File: config.mk
export PLATFORM = sky130hd
export DESIGN_NAME = btlpm_ram
export DESIGN_NICKNAME = d
export VERILOG_FILES = /design/src/btlpm_ram.sv
export SDC_FILE = /design/constraint.sdc
export NUM_CORES = 1
export LEC_CHECK = 0
export ABC_AREA = 0
export BUFFER_PORTS_ARGS = -buffer_cell sky130_fd_sc_hd__buf_2
export CAP_MARGIN = 10
export CORE_ASPECT_RATIO = 0.9
export CORE_MARGIN = 4
export CORE_UTILIZATION = 60
export DETAILED_ROUTE_END_ITERATION = 16
export MAX_ROUTING_LAYER = met4
export PLACE_DENSITY = 0.78
export SLEW_MARGIN = 15
export SYNTH_ARGS = -nofsm -noshare
export SYNTH_HDL_FRONTEND = slang
export SYNTH_SLANG_ARGS = --single-unit
File: constraint.sdc
create_clock -name aclk -period 5.15 [get_ports aclk]
set_input_delay 1.03 -clock aclk [delete_from_list [all_inputs] [get_ports aclk]]
set_output_delay 1.03 -clock aclk [all_outputs]
set_load 0.01 [all_outputs]
File: src/btlpm_ram.sv
// Generic single-write, single-read RAM with a registered read port.
module btlpm_ram #(
    parameter int WIDTH = 8,
    parameter int DEPTH = 16
) (
    input  logic                     aclk,
    input  logic                     wr_en,
    input  logic [$clog2(DEPTH)-1:0] wr_addr,
    input  logic [WIDTH-1:0]         wr_data,
    input  logic                     rd_en,
    input  logic [$clog2(DEPTH)-1:0] rd_addr,
    output logic [WIDTH-1:0]         rd_data
);

    logic [WIDTH-1:0] mem [DEPTH];
    logic [WIDTH-1:0] rd_data_reg;

    always_ff @(posedge aclk) begin
        if (wr_en) begin
            mem[wr_addr] <= wr_data;
        end
        if (rd_en) begin
            rd_data_reg <= mem[rd_addr];
        end
    end

    assign rd_data = rd_data_reg;

endmodule

==> results.yml <==
global_route:
  grt_pass1_vias: 2527
  antenna_found_initial: 0
  overflow: 0
  grt_max_degree: 33
  grt_pass1_wl_mm: 15.37
  grt_usage: 0.2243
run:
  maxCapViolCount: 0
cells_and_area:
  syn_to_final_growth_pct: 16.23
  drive_gt1_frac: 0.2776
  largest_reg_flops: 128
  antenna_cells: 0
  fillCellCount: 494
  nNetsFinal: 287
  final_util: 0.7124
  fin_area_um2: 6076
  layoutNonFillerInstCount: 400
clocking:
  hold_buffers: 0
  htree_levels: 4
  clk_pin_slew_ps: 60
  clockBufferDepth: 2
  ctsResizeCount: 0
  cts_buffers: 17
  post_cts_buffers: 0
  ctsRootBufferMaster: "clkbuf_8"
  cts_sinks: 136
  worst_skew_pair.late_latency_ps: 500
  cts_tree: "built"
placed_design:
  place_ws_ps: 1999
  place_area_um2: 5450
  gp_congestion: 0.7370
  hpwl_mm: 5.831
  dp_cells: 368
  io_buffers: 26
power:
  p_seq_frac: 0.477
  combinationalPowerShare: 0.041
  p_sw_frac: 0.1919
  ir_worst_vdd_mv: 0.2492
  total_power_mw: 2.631
  power_frac_clock: 0.482
  p_sw_mw: 0.5049
  leakage_nw: 2.026
  p_int_mw: 2.126
  power.density_nw_per_um2: 433.0
timing:
  setup_viol: 0
  hold_ws_ps: 749.6
  finalSetupTns_ps: 0
  worst_pin_slew_ps: 1022
  fin_skew_ps: 10.80
  relSlewSlack: 0.3186
  period_share: 0.5041
  fin_crit_ps: 2596
  max_freq_mhz: 385.2
  slew_violations: 0
  rsz0062_at_grt: "false"
  hold_viol_final: 0
  worst_slack_ps: 2554
worst_hold_path:
  hold_class: "register to register"
  hold_path_depth: 3
synth:
  avgSynthCellArea_um2: 22.83
  synth-seq-area-share: 0.7812
  ys_types: 18
  yosysWarningCount: 0
  synth-seq-cells: 136
  netlist_area_um2: 5228
  synth_fp_nets: 248
  synthesis.instances: 229
detailed_routing:
  routed_wl_mm: 10.04
  firstDrtPassIters: 5
  routed-via-count: 2452
  final_antenna_net_count: 0
  post-route-drc-count: 0
  avgRoutedWirePerCell_um: 25.09
  drt_iter0_markers: 221
  via_per_inst: 6.130
worst_setup_path:
  start_kind: "input pin"
  crit_path_end_kind: "register"
  crit_type: "input pin to register"
  critPathMaxFanout: 32
  cp.arrival_ps: 2840
  worst-r2r-cell-count: 3
  cp.required_ps: 5390
floorplan:
  dieArea_um2: 10270
  rows: 32
  start_util: 0.6130
  die_h_um: 96.55
  pin_count: 27
  die_x_um: 106.4
  coreArea_um2: 8528
status:
  status: "complete, no violations"
==> final timing paths <==
path                              from  slack, ps              endpoint
setup reg to reg   mem[1][0]$_DFFE_PP_       3600  rd_data[0]$_DFFE_PP_
hold reg to reg   mem[13][2]$_DFFE_PP_        750  rd_data[2]$_DFFE_PP_
setup / recovery            rd_addr[0]       2550  rd_data[1]$_DFFE_PP_
hold / removal    mem[13][2]$_DFFE_PP_        750  rd_data[2]$_DFFE_PP_
==> synthesized netlist by cell type <==
library cell | count | area share
nand3b_1 | 2 | 0.0029
and2b_1 | 1 | 0.0014
buf_2 | 3 | 0.0029
buf_4 | 1 | 0.0014
mux4_2 | 18 | 0.078
a22oi_1 | 16 | 0.023
buf_6 | 3 | 0.0065
clkdlybuf4s25_2 | 3 | 0.0057
or3b_2 | 1 | 0.0017
nor2b_1 | 1 | 0.0012
and2_1 | 1 | 0.0012
edfxtp_1 | 136 | 0.78
mux4_1 | 14 | 0.070
nand2b_1 | 2 | 0.0024
nand3_1 | 1 | 0.00096
nand2_1 | 9 | 0.0065
nor3_1 | 4 | 0.0038
nor2_1 | 13 | 0.0093
==> power by group through the flow <==
stage          sequential (mW)  clock (mW)  combinational (mW)
3_3_place_gp              1.28           0               0.103
2_1_floorplan             1.28           0              0.0629
5_1_grt                   1.26        1.34               0.116
6_report                  1.26        1.27               0.107
3_5_place_dp              1.28           0               0.106
4_1_cts                   1.26        1.28               0.108
==> worst max-delay path: stages <==
cell and delay [ps]:
buf_2 760, mux4_1 680, a22oi_1 250, nand2_1 100
==> metal layers <==
| metal | global-route usage | part of all wire | vias to the layer above | wire (µm) |
|---|---|---|---|---|
| met5 | - | 0 | - | 0 |
| met4 | 0.07443 | 0.0087 | 0 | 87 |
| met3 | 0.05183 | 0.062 | 6 | 623 |
| met2 | 0.3507 | 0.51 | 103 | 5110 |
| met1 | 0.3000 | 0.42 | 1288 | 4214 |
| li1 | - | - | 1055 | - |
==> logic make-up (layout without fill, tap and decap cells) <==
group / after synthesis / count (layout) / share of synthesized area
flip-flops: 136 / 136 / 0.7812
buffers and inverters: 10 / 62 / 0.01651
multiplexers: 32 / 32 / 0.1479
AO/OA/AOI/OAI: 16 / 16 / 0.02298
AND/OR/NAND/NOR: 35 / 35 / 0.03136
==> area by class of cell <==
type	instances	area [µm²]	share of cell area
Multi-Input combinational cell	83	1057	0.1740
Timing Repair Buffer	30	160.2	0.02636
Tap cell	119	148.9	0.02451
Clock buffer	20	425.4	0.07002
Sequential cell	136	4084	0.6722
Clock inverter	12	200.2	0.03295
==> cells in the final DEF (no fill, tap or decap), types with 4 or more instances in the layout <==
cell type	count
buf_2	26
nor3_1	4
buf_4	4
nand2_1	9
nor2_1	13
clkbuf_16	16
edfxtp_1	136
mux4_2	18
mux4_1	14
a22oi_1	16
bufinv_16	5
Power figures use the tool's default switching activity.
