File: src/btlpm_pkg.sv
// Shared types, constants and helpers of the binary trie prefix match unit.
package btlpm_pkg;

    localparam int MAX_NODES  = 4096;
    localparam int MAX_ROUTES = 1024;
    localparam int ADDR_BITS  = 32;
    localparam int ROUTE_W    = 10;
    localparam int NODE_AW    = $clog2(MAX_NODES);
    localparam int CNT_W      = $clog2(MAX_NODES + 1);
    localparam int LEVEL_W    = $clog2(ADDR_BITS + 1);
    localparam int NODE_W     = 1 + ROUTE_W + 2 * NODE_AW;

    typedef enum logic {
        REQ_INSERT = 1'b0,
        REQ_LOOKUP = 1'b1
    } req_type_t;

    typedef enum logic [1:0] {
        STATUS_OK       = 2'd0,
        STATUS_NO_MATCH = 2'd1,
        STATUS_FULL     = 2'd2
    } status_t;

    typedef enum logic {
        W_IDLE,
        W_WALK
    } walk_state_t;

    typedef struct packed {
        req_type_t                req_type;
        logic [ADDR_BITS-1:0]     route_prefix;
        logic [ADDR_BITS-1:0]     route_mask;
        logic [ROUTE_W-1:0]       route_id;
        logic [ADDR_BITS-1:0]     lookup_address;
    } req_t;

    typedef struct packed {
        status_t                  status;
        logic                     route_found;
        logic [ROUTE_W-1:0]       matched_route;
    } rsp_t;

    typedef struct packed {
        logic                     has_route;
        logic [ROUTE_W-1:0]       route;
        logic [NODE_AW-1:0]       child0;
        logic [NODE_AW-1:0]       child1;
    } node_t;

    typedef struct packed {
        logic                     rd_en;
        logic [NODE_AW-1:0]       rd_addr;
        logic                     wr_en;
        logic [NODE_AW-1:0]       wr_addr;
        logic [NODE_W-1:0]        wr_data;
    } ram_req_t;

    typedef struct packed {
        logic                     valid;
        rsp_t                     rsp;
    } res_t;

    // A route number is installed only when it fits the route table.
    function automatic logic route_ok(input logic [ROUTE_W-1:0] id);
        return int'(id) < MAX_ROUTES;
    endfunction

endpackage

File: src/btlpm_walker.sv
// Trie walk sequencer: insert and lookup, one trie level per cycle.
module btlpm_walker (
    input  logic                          aclk,
    input  logic                          aresetn,
    input  logic                          s_valid,
    output logic                          s_ready,
    input  btlpm_pkg::req_t               s_data,
    input  logic                          out_free,
    output btlpm_pkg::res_t               res,
    output btlpm_pkg::ram_req_t           ram,
    input  logic [btlpm_pkg::NODE_W-1:0]  rd_data
);

    btlpm_pkg::walk_state_t              state_reg, state_next;
    logic [btlpm_pkg::NODE_AW-1:0]       cur_reg, cur_next;
    btlpm_pkg::node_t                    node_reg, node_next;
    logic                                from_ram_reg, from_ram_next;
    logic [btlpm_pkg::LEVEL_W-1:0]       level_reg, level_next;
    logic [btlpm_pkg::ADDR_BITS-1:0]     key_reg, key_next;
    logic [btlpm_pkg::ADDR_BITS-1:0]     mask_reg, mask_next;
    logic                                lookup_reg, lookup_next;
    logic [btlpm_pkg::ROUTE_W-1:0]       rid_reg, rid_next;
    logic                                id_ok_reg, id_ok_next;
    logic                                found_reg, found_next;
    logic [btlpm_pkg::ROUTE_W-1:0]       best_reg, best_next;
    logic [btlpm_pkg::CNT_W-1:0]         used_reg, used_next;
    logic                                root_init_reg, root_init_next;

    btlpm_pkg::node_t                    node;
    btlpm_pkg::node_t                    node_upd;
    logic [btlpm_pkg::NODE_AW-1:0]       child;
    logic [btlpm_pkg::NODE_AW-1:0]       new_idx;
    logic                                hit;
    logic [btlpm_pkg::ROUTE_W-1:0]       best_sel;

    // A node that was just allocated is never fetched; it is known to be empty.
    assign node    = from_ram_reg ? btlpm_pkg::node_t'(rd_data) : node_reg;
    assign child   = key_reg[btlpm_pkg::ADDR_BITS-1] ? node.child1 : node.child0;
    assign new_idx = used_reg[btlpm_pkg::NODE_AW-1:0];
    assign hit      = found_reg | node.has_route;
    assign best_sel = node.has_route ? node.route : best_reg;
    assign s_ready  = (state_reg == btlpm_pkg::W_IDLE);

    always_ff @(posedge aclk) begin
        if (!aresetn) begin
            state_reg     <= btlpm_pkg::W_IDLE;
            used_reg      <= btlpm_pkg::CNT_W'(1);
            root_init_reg <= 1'b0;
        end else begin
            state_reg     <= state_next;
            used_reg      <= used_next;
            root_init_reg <= root_init_next;
        end
        cur_reg      <= cur_next;
        node_reg     <= node_next;
        from_ram_reg <= from_ram_next;
        level_reg    <= level_next;
        key_reg      <= key_next;
        mask_reg     <= mask_next;
        lookup_reg   <= lookup_next;
        rid_reg      <= rid_next;
        id_ok_reg    <= id_ok_next;
        found_reg    <= found_next;
        best_reg     <= best_next;
    end

    always_comb begin
        state_next     = state_reg;
        cur_next       = cur_reg;
        node_next      = node_reg;
        from_ram_next  = from_ram_reg;
        level_next     = level_reg;
        key_next       = key_reg;
        mask_next      = mask_reg;
        lookup_next    = lookup_reg;
        rid_next       = rid_reg;
        id_ok_next     = id_ok_reg;
        found_next     = found_reg;
        best_next      = best_reg;
        used_next      = used_reg;
        root_init_next = root_init_reg;
        ram            = '0;
        res            = '0;
        node_upd       = node;

        case (state_reg)
            btlpm_pkg::W_IDLE: begin
                if (s_valid) begin
                    lookup_next = (s_data.req_type == btlpm_pkg::REQ_LOOKUP);
                    key_next    = lookup_next ? s_data.lookup_address : s_data.route_prefix;
                    mask_next   = s_data.route_mask;
                    rid_next    = s_data.route_id;
                    id_ok_next  = btlpm_pkg::route_ok(s_data.route_id);
                    cur_next    = '0;
                    level_next  = '0;
                    found_next  = 1'b0;
                    best_next   = '0;
                    node_next   = '0;
                    if (root_init_reg) begin
                        ram.rd_en     = 1'b1;
                        ram.rd_addr   = '0;
                        from_ram_next = 1'b1;
                    end else begin
                        from_ram_next = 1'b0;
                    end
                    state_next = btlpm_pkg::W_WALK;
                end
            end
            btlpm_pkg::W_WALK: begin
                if (lookup_reg) begin
                    if (level_reg == btlpm_pkg::LEVEL_W'(btlpm_pkg::ADDR_BITS) || child == '0) begin
                        if (out_free) begin
                            res.valid             = 1'b1;
                            res.rsp.status        = hit ? btlpm_pkg::STATUS_OK
                                                        : btlpm_pkg::STATUS_NO_MATCH;
                            res.rsp.route_found   = hit;
                            res.rsp.matched_route = hit ? best_sel : '0;
                            state_next            = btlpm_pkg::W_IDLE;
                        end
                    end else begin
                        found_next    = hit;
                        best_next     = best_sel;
                        cur_next      = child;
                        ram.rd_en     = 1'b1;
                        ram.rd_addr   = child;
                        from_ram_next = 1'b1;
                        level_next    = level_reg + 1'b1;
                        key_next      = key_reg << 1;
                    end
                end else if (!id_ok_reg) begin
                    if (out_free) begin
                        res.valid      = 1'b1;
                        res.rsp.status = btlpm_pkg::STATUS_OK;
                        state_next     = btlpm_pkg::W_IDLE;
                    end
                end else if (mask_reg == '0) begin
                    // Prefix consumed: install the route here, overwriting any older one.
                    if (out_free) begin
                        node_upd.has_route = 1'b1;
                        node_upd.route     = rid_reg;
                        ram.wr_en          = 1'b1;
                        ram.wr_addr        = cur_reg;
                        ram.wr_data        = node_upd;
                        res.valid          = 1'b1;
                        res.rsp.status     = btlpm_pkg::STATUS_OK;
                        state_next         = btlpm_pkg::W_IDLE;
                    end
                end else if (child != '0) begin
                    cur_next      = child;
                    ram.rd_en     = 1'b1;
                    ram.rd_addr   = child;
                    from_ram_next = 1'b1;
                    key_next      = key_reg << 1;
                    mask_next     = mask_reg << 1;
                end else if (used_reg == btlpm_pkg::CNT_W'(btlpm_pkg::MAX_NODES)) begin
                    // Store full. The current node may be freshly allocated and still
                    // unwritten, so it is written out so that its parent link stays sound.
                    if (out_free) begin
                        ram.wr_en      = 1'b1;
                        ram.wr_addr    = cur_reg;
                        ram.wr_data    = node;
                        res.valid      = 1'b1;
                        res.rsp.status = btlpm_pkg::STATUS_FULL;
                        state_next     = btlpm_pkg::W_IDLE;
                    end
                end else begin
                    if (key_reg[btlpm_pkg::ADDR_BITS-1]) begin
                        node_upd.child1 = new_idx;
                    end else begin
                        node_upd.child0 = new_idx;
                    end
                    ram.wr_en     = 1'b1;
                    ram.wr_addr   = cur_reg;
                    ram.wr_data   = node_upd;
                    cur_next      = new_idx;
                    node_next     = '0;
                    from_ram_next = 1'b0;
                    used_next     = used_reg + 1'b1;
                    key_next      = key_reg << 1;
                    mask_next     = mask_reg << 1;
                end
            end
            default: begin
                state_next = btlpm_pkg::W_IDLE;
            end
        endcase

        if (ram.wr_en && ram.wr_addr == '0) begin
            root_init_next = 1'b1;
        end
    end

endmodule

File: config.mk
export PLATFORM = sky130hd
export DESIGN_NAME = btlpm_walker
export DESIGN_NICKNAME = d
export VERILOG_FILES = /design/src/btlpm_pkg.sv /design/src/btlpm_walker.sv
export SDC_FILE = /design/constraint.sdc
export NUM_CORES = 1
export LEC_CHECK = 0
export ABC_CLOCK_PERIOD_IN_PS = 2740
export BUFFER_PORTS_ARGS = -buffer_cell sky130_fd_sc_hd__buf_2
export CORE_AREA = 4 4 124 126
export DETAILED_ROUTE_END_ITERATION = 8
export DIE_AREA = 0 0 128 130
export GPL_ROUTABILITY_DRIVEN = 0
export PLACE_DENSITY = 0.8
export SETUP_SLACK_MARGIN = 0.3
export SLEW_MARGIN = 5
export SYNTH_ARGS = -nofsm -noshare
export SYNTH_HDL_FRONTEND = slang
export SYNTH_SLANG_ARGS = --single-unit
File: constraint.sdc
create_clock -name aclk -period 2.74 [get_ports aclk]
set_clock_uncertainty 0.05 [all_clocks]
set_input_delay 0.137 -clock aclk [delete_from_list [all_inputs] [get_ports aclk]]
set_output_delay 0.137 -clock aclk [all_outputs]
set_load 0.03 [all_outputs]
==> impl_results.md <==
* CP endpoint kind: output port
* # setup viols final at 36
* Clk buf depth at 2
* Hold violation count in the final report at 0
* Synth Register Bits at 120
* Total GRT Usage at 22.6%
* Residual DRC count at 0
* Max frequency at 0.359 GHz
* Width of the die at 128 µm
* Fillers at 1099
* Clk sinks at 120
* MaxCap Viol Count at 0
* Ant diodes at 0
* Tcrit/Tclk final at 102%
* DP HPWL at 12800 µm
* Slew @ Worst Pin at 913 ps
* Via count at 5851
* Sequential share of the synthesized area at 53.2%
* Initial Utilization at 45.4%
* Initial DRC count at 442
* Worst Setup Start Kind: register
* Largest net degree at the start of global routing at 97
* Crit path kind: register to output port
* Final instance area at 9360 µm²
* Row cnt at 44
* Via-to-Cell Ratio at 5.54
* CTS root buf: clkbuf_16
* Tmin final at 2780 ps
* Synth top area share at 48.6%
* Yosys warnings at 0
* First-pass GRT wire length at 29200 µm
* Pwr Total at 5.48 mW
* Post-Route WL at 19600 µm
* Pwr dens at 586 nW/µm²
* TNS Setup at -819 ps
* Ratio of cells with drive above 1 in the final layout at 42.3%
* Crit-path max FO at 14
* H-Tree Depth at 4
* Critical Path AT at 2600 ps
* Mapped Nets at 737
* Peak supply drop at 0.000376 V
* Vias in the first global route at 5731
* Nets at 1009
* Cell leakage power at 3.91 nW
* Total gr overflow at 0
* Synth async-reset ratio at 0%
* Die Ht at 130 µm
* Drt wl/cell at 18.5 µm
* CTS clk-pin slew, worst paths at 60 ps
* Worst EP required at 2550 ps
* Antenna violations before repair at 0
* Post-route ant nets at 0
* Status: complete, but fails checks
* Failing checks: negative setup slack
* Worst Slack Setup Final at -42.3 ps
* Mapped Area at 6490 µm²
* EDFF count, synth at 105
* Area contributors post-synth: edfxtp_1 (49%), mux2_2 (7.5%), mux2i_1 (7.1%), dfxtp_1 (4.6%), nand2_1 (4.2%)
* Mean Syn Cell Area at 11.1 µm²
* DR pass1 iterations at 5
* Io pins at 222
* DP Area at 7830 µm²
* Worst hold path class: input port to register
* Unrepaired setup endpoints after global routing: yes
* Total CTS buffers at 17
* Synth-to-layout area growth at 44.1%
* Relative slew slack at 39.1%
* Fin. max-slew vios at 0
* Synth cell types at 51
* Cell count after synthesis at 587
* Worst skew pair latency at 410 ps
* CTS tree: yes
* Port Buffers at 221
* Post-synth top flop: edfxtp_1
* Core Box Area at 14300 µm²
* Min-Delay Path Depth at 3
* Die Area at 16600 µm²
* Worst Reg-to-Reg Cells at 6
* Cell taking the most area after synthesis: edfxtp_1
-- final cells by class --
cell class,count,area [µm²],area share [%]
inverter,8,30.0,0.321
timing repair buffer,292,1890,20.2
clock buffer,17,425,4.55
sequential,120,3460,37.0
multi-input combinational,420,3120,33.4
clock inverter,15,200,2.14
tap,184,230,2.46
-- through the flow --
stage | hold slack [ps] | worst slack [ps] | utilization [%] | std cells
3_5_place_dp | 266 | 20.9 | 54.7 | 972
6_report | 7.72 | -42.3 | 65.4 | 1056
3_3_place_gp | 264 | 44.1 | 54.7 | 972
4_1_cts | 0.843 | -10.2 | 64.3 | 1052
2_1_floorplan | 186 | 347 | - | 587
5_1_grt | 0.845 | -160 | 65.4 | 1056
-- routing by layer --
layer | global-route usage [%] | share of wire (%) | vias to the layer above | wire length (µm)
met5 | 0 | 0 | - | 0
met4 | 10.2 | 2.9 | 0 | 565
met3 | 5.81 | 8.3 | 58 | 1630
met2 | 39.7 | 51 | 322 | 9960
met1 | 26.1 | 38 | 2744 | 7420
li1 | - | - | 2727 | -
-- worst max-delay path, cell delays in order, from the launching register on --
cell and delay [ps]:
edfxtp_1 380, nor4_1 320, nand4_1 270, buf_4 230, o2111ai_4 250, buf_4 170
a22oi_2 70, buf_12 160, and2_1 160, buf_4 160
-- where the power goes --
group	switching (mW)	internal (mW)	leakage [nW]	total [mW]
registers	0.0934	2.20	1.16	2.30
clock network	0.844	1.52	0.298	2.37
logic	0.452	0.362	2.46	0.814
-- synthesized netlist by cell type, types with 3 or more instances --
| cell | n |
|---|---|
| nor2b_1 | 6 |
| inv_1 | 8 |
| o21ai_0 | 34 |
| clkbuf_1 | 30 |
| nor4b_1 | 3 |
| mux2_2 | 43 |
| xor2_1 | 6 |
| nand2_1 | 72 |
| buf_2 | 8 |
| a22oi_1 | 10 |
| a21oi_1 | 18 |
| nand3_1 | 7 |
| a22o_1 | 24 |
| nand4_1 | 5 |
| mux2i_1 | 46 |
| xnor2_1 | 3 |
| and3_1 | 3 |
| edfxtp_1 | 105 |
| and2_1 | 19 |
| dfxtp_1 | 15 |
| nor2_1 | 56 |
| nand2b_1 | 6 |
| ha_1 | 4 |
| nor4_1 | 20 |
-- timing repair --
item | in CTS | in global routing
hold buffers | 43 | 0
pin swaps | 12 | 5
setup buffers | 3 | 2
cloned | 2 | 2
resized for setup | 66 | 28
endpoints found under the setup margin | 152 | 148
hold endpoints to repair | 43 | 0
-- final timing paths --
path	from	to	slack [ps]
worst min register to register	used_reg[12]	used_reg[12]	440
worst min-delay path	s_data[0]	key_reg[0]	8
worst max-delay path	mask_reg[4]	ram[46]	-40
worst max register to register	mask_reg[4]	key_reg[15]	330
-- cells in the final DEF (no fill, tap or decap), types with 4 or more instances in the layout --
| cell type | n |
|---|---|
| dlygate4sd3_1 | 43 |
| nand2b_1 | 5 |
| inv_1 | 8 |
| bufinv_16 | 4 |
| nand2_1 | 70 |
| nor2_4 | 8 |
| buf_6 | 18 |
| buf_2 | 196 |
| a21oi_1 | 17 |
| mux2_2 | 43 |
| mux2i_1 | 46 |
| a22o_1 | 24 |
| nor2_1 | 48 |
| a22oi_1 | 9 |
| edfxtp_1 | 105 |
| and2_1 | 18 |
| nand3_1 | 7 |
| nor4_2 | 6 |
| o21ai_0 | 34 |
| dfxtp_1 | 14 |
| buf_4 | 34 |
| clkbuf_16 | 17 |
| nor2b_1 | 6 |
| nand4_1 | 5 |
| nor4_1 | 13 |
| ha_1 | 4 |
| xor2_1 | 6 |
-- logic make-up after synthesis --
family / synth area share (%)
buffers and inverters: 3.33
adders and majority gates: 0.771
AOI/OAI and AO/OA: 11.1
and+or+nand+nor: 15.9
xor gates and xnor gates: 1.21
muxes: 14.5
DFF: 53.2
Note: power is estimated with default switching activity, not from simulation.
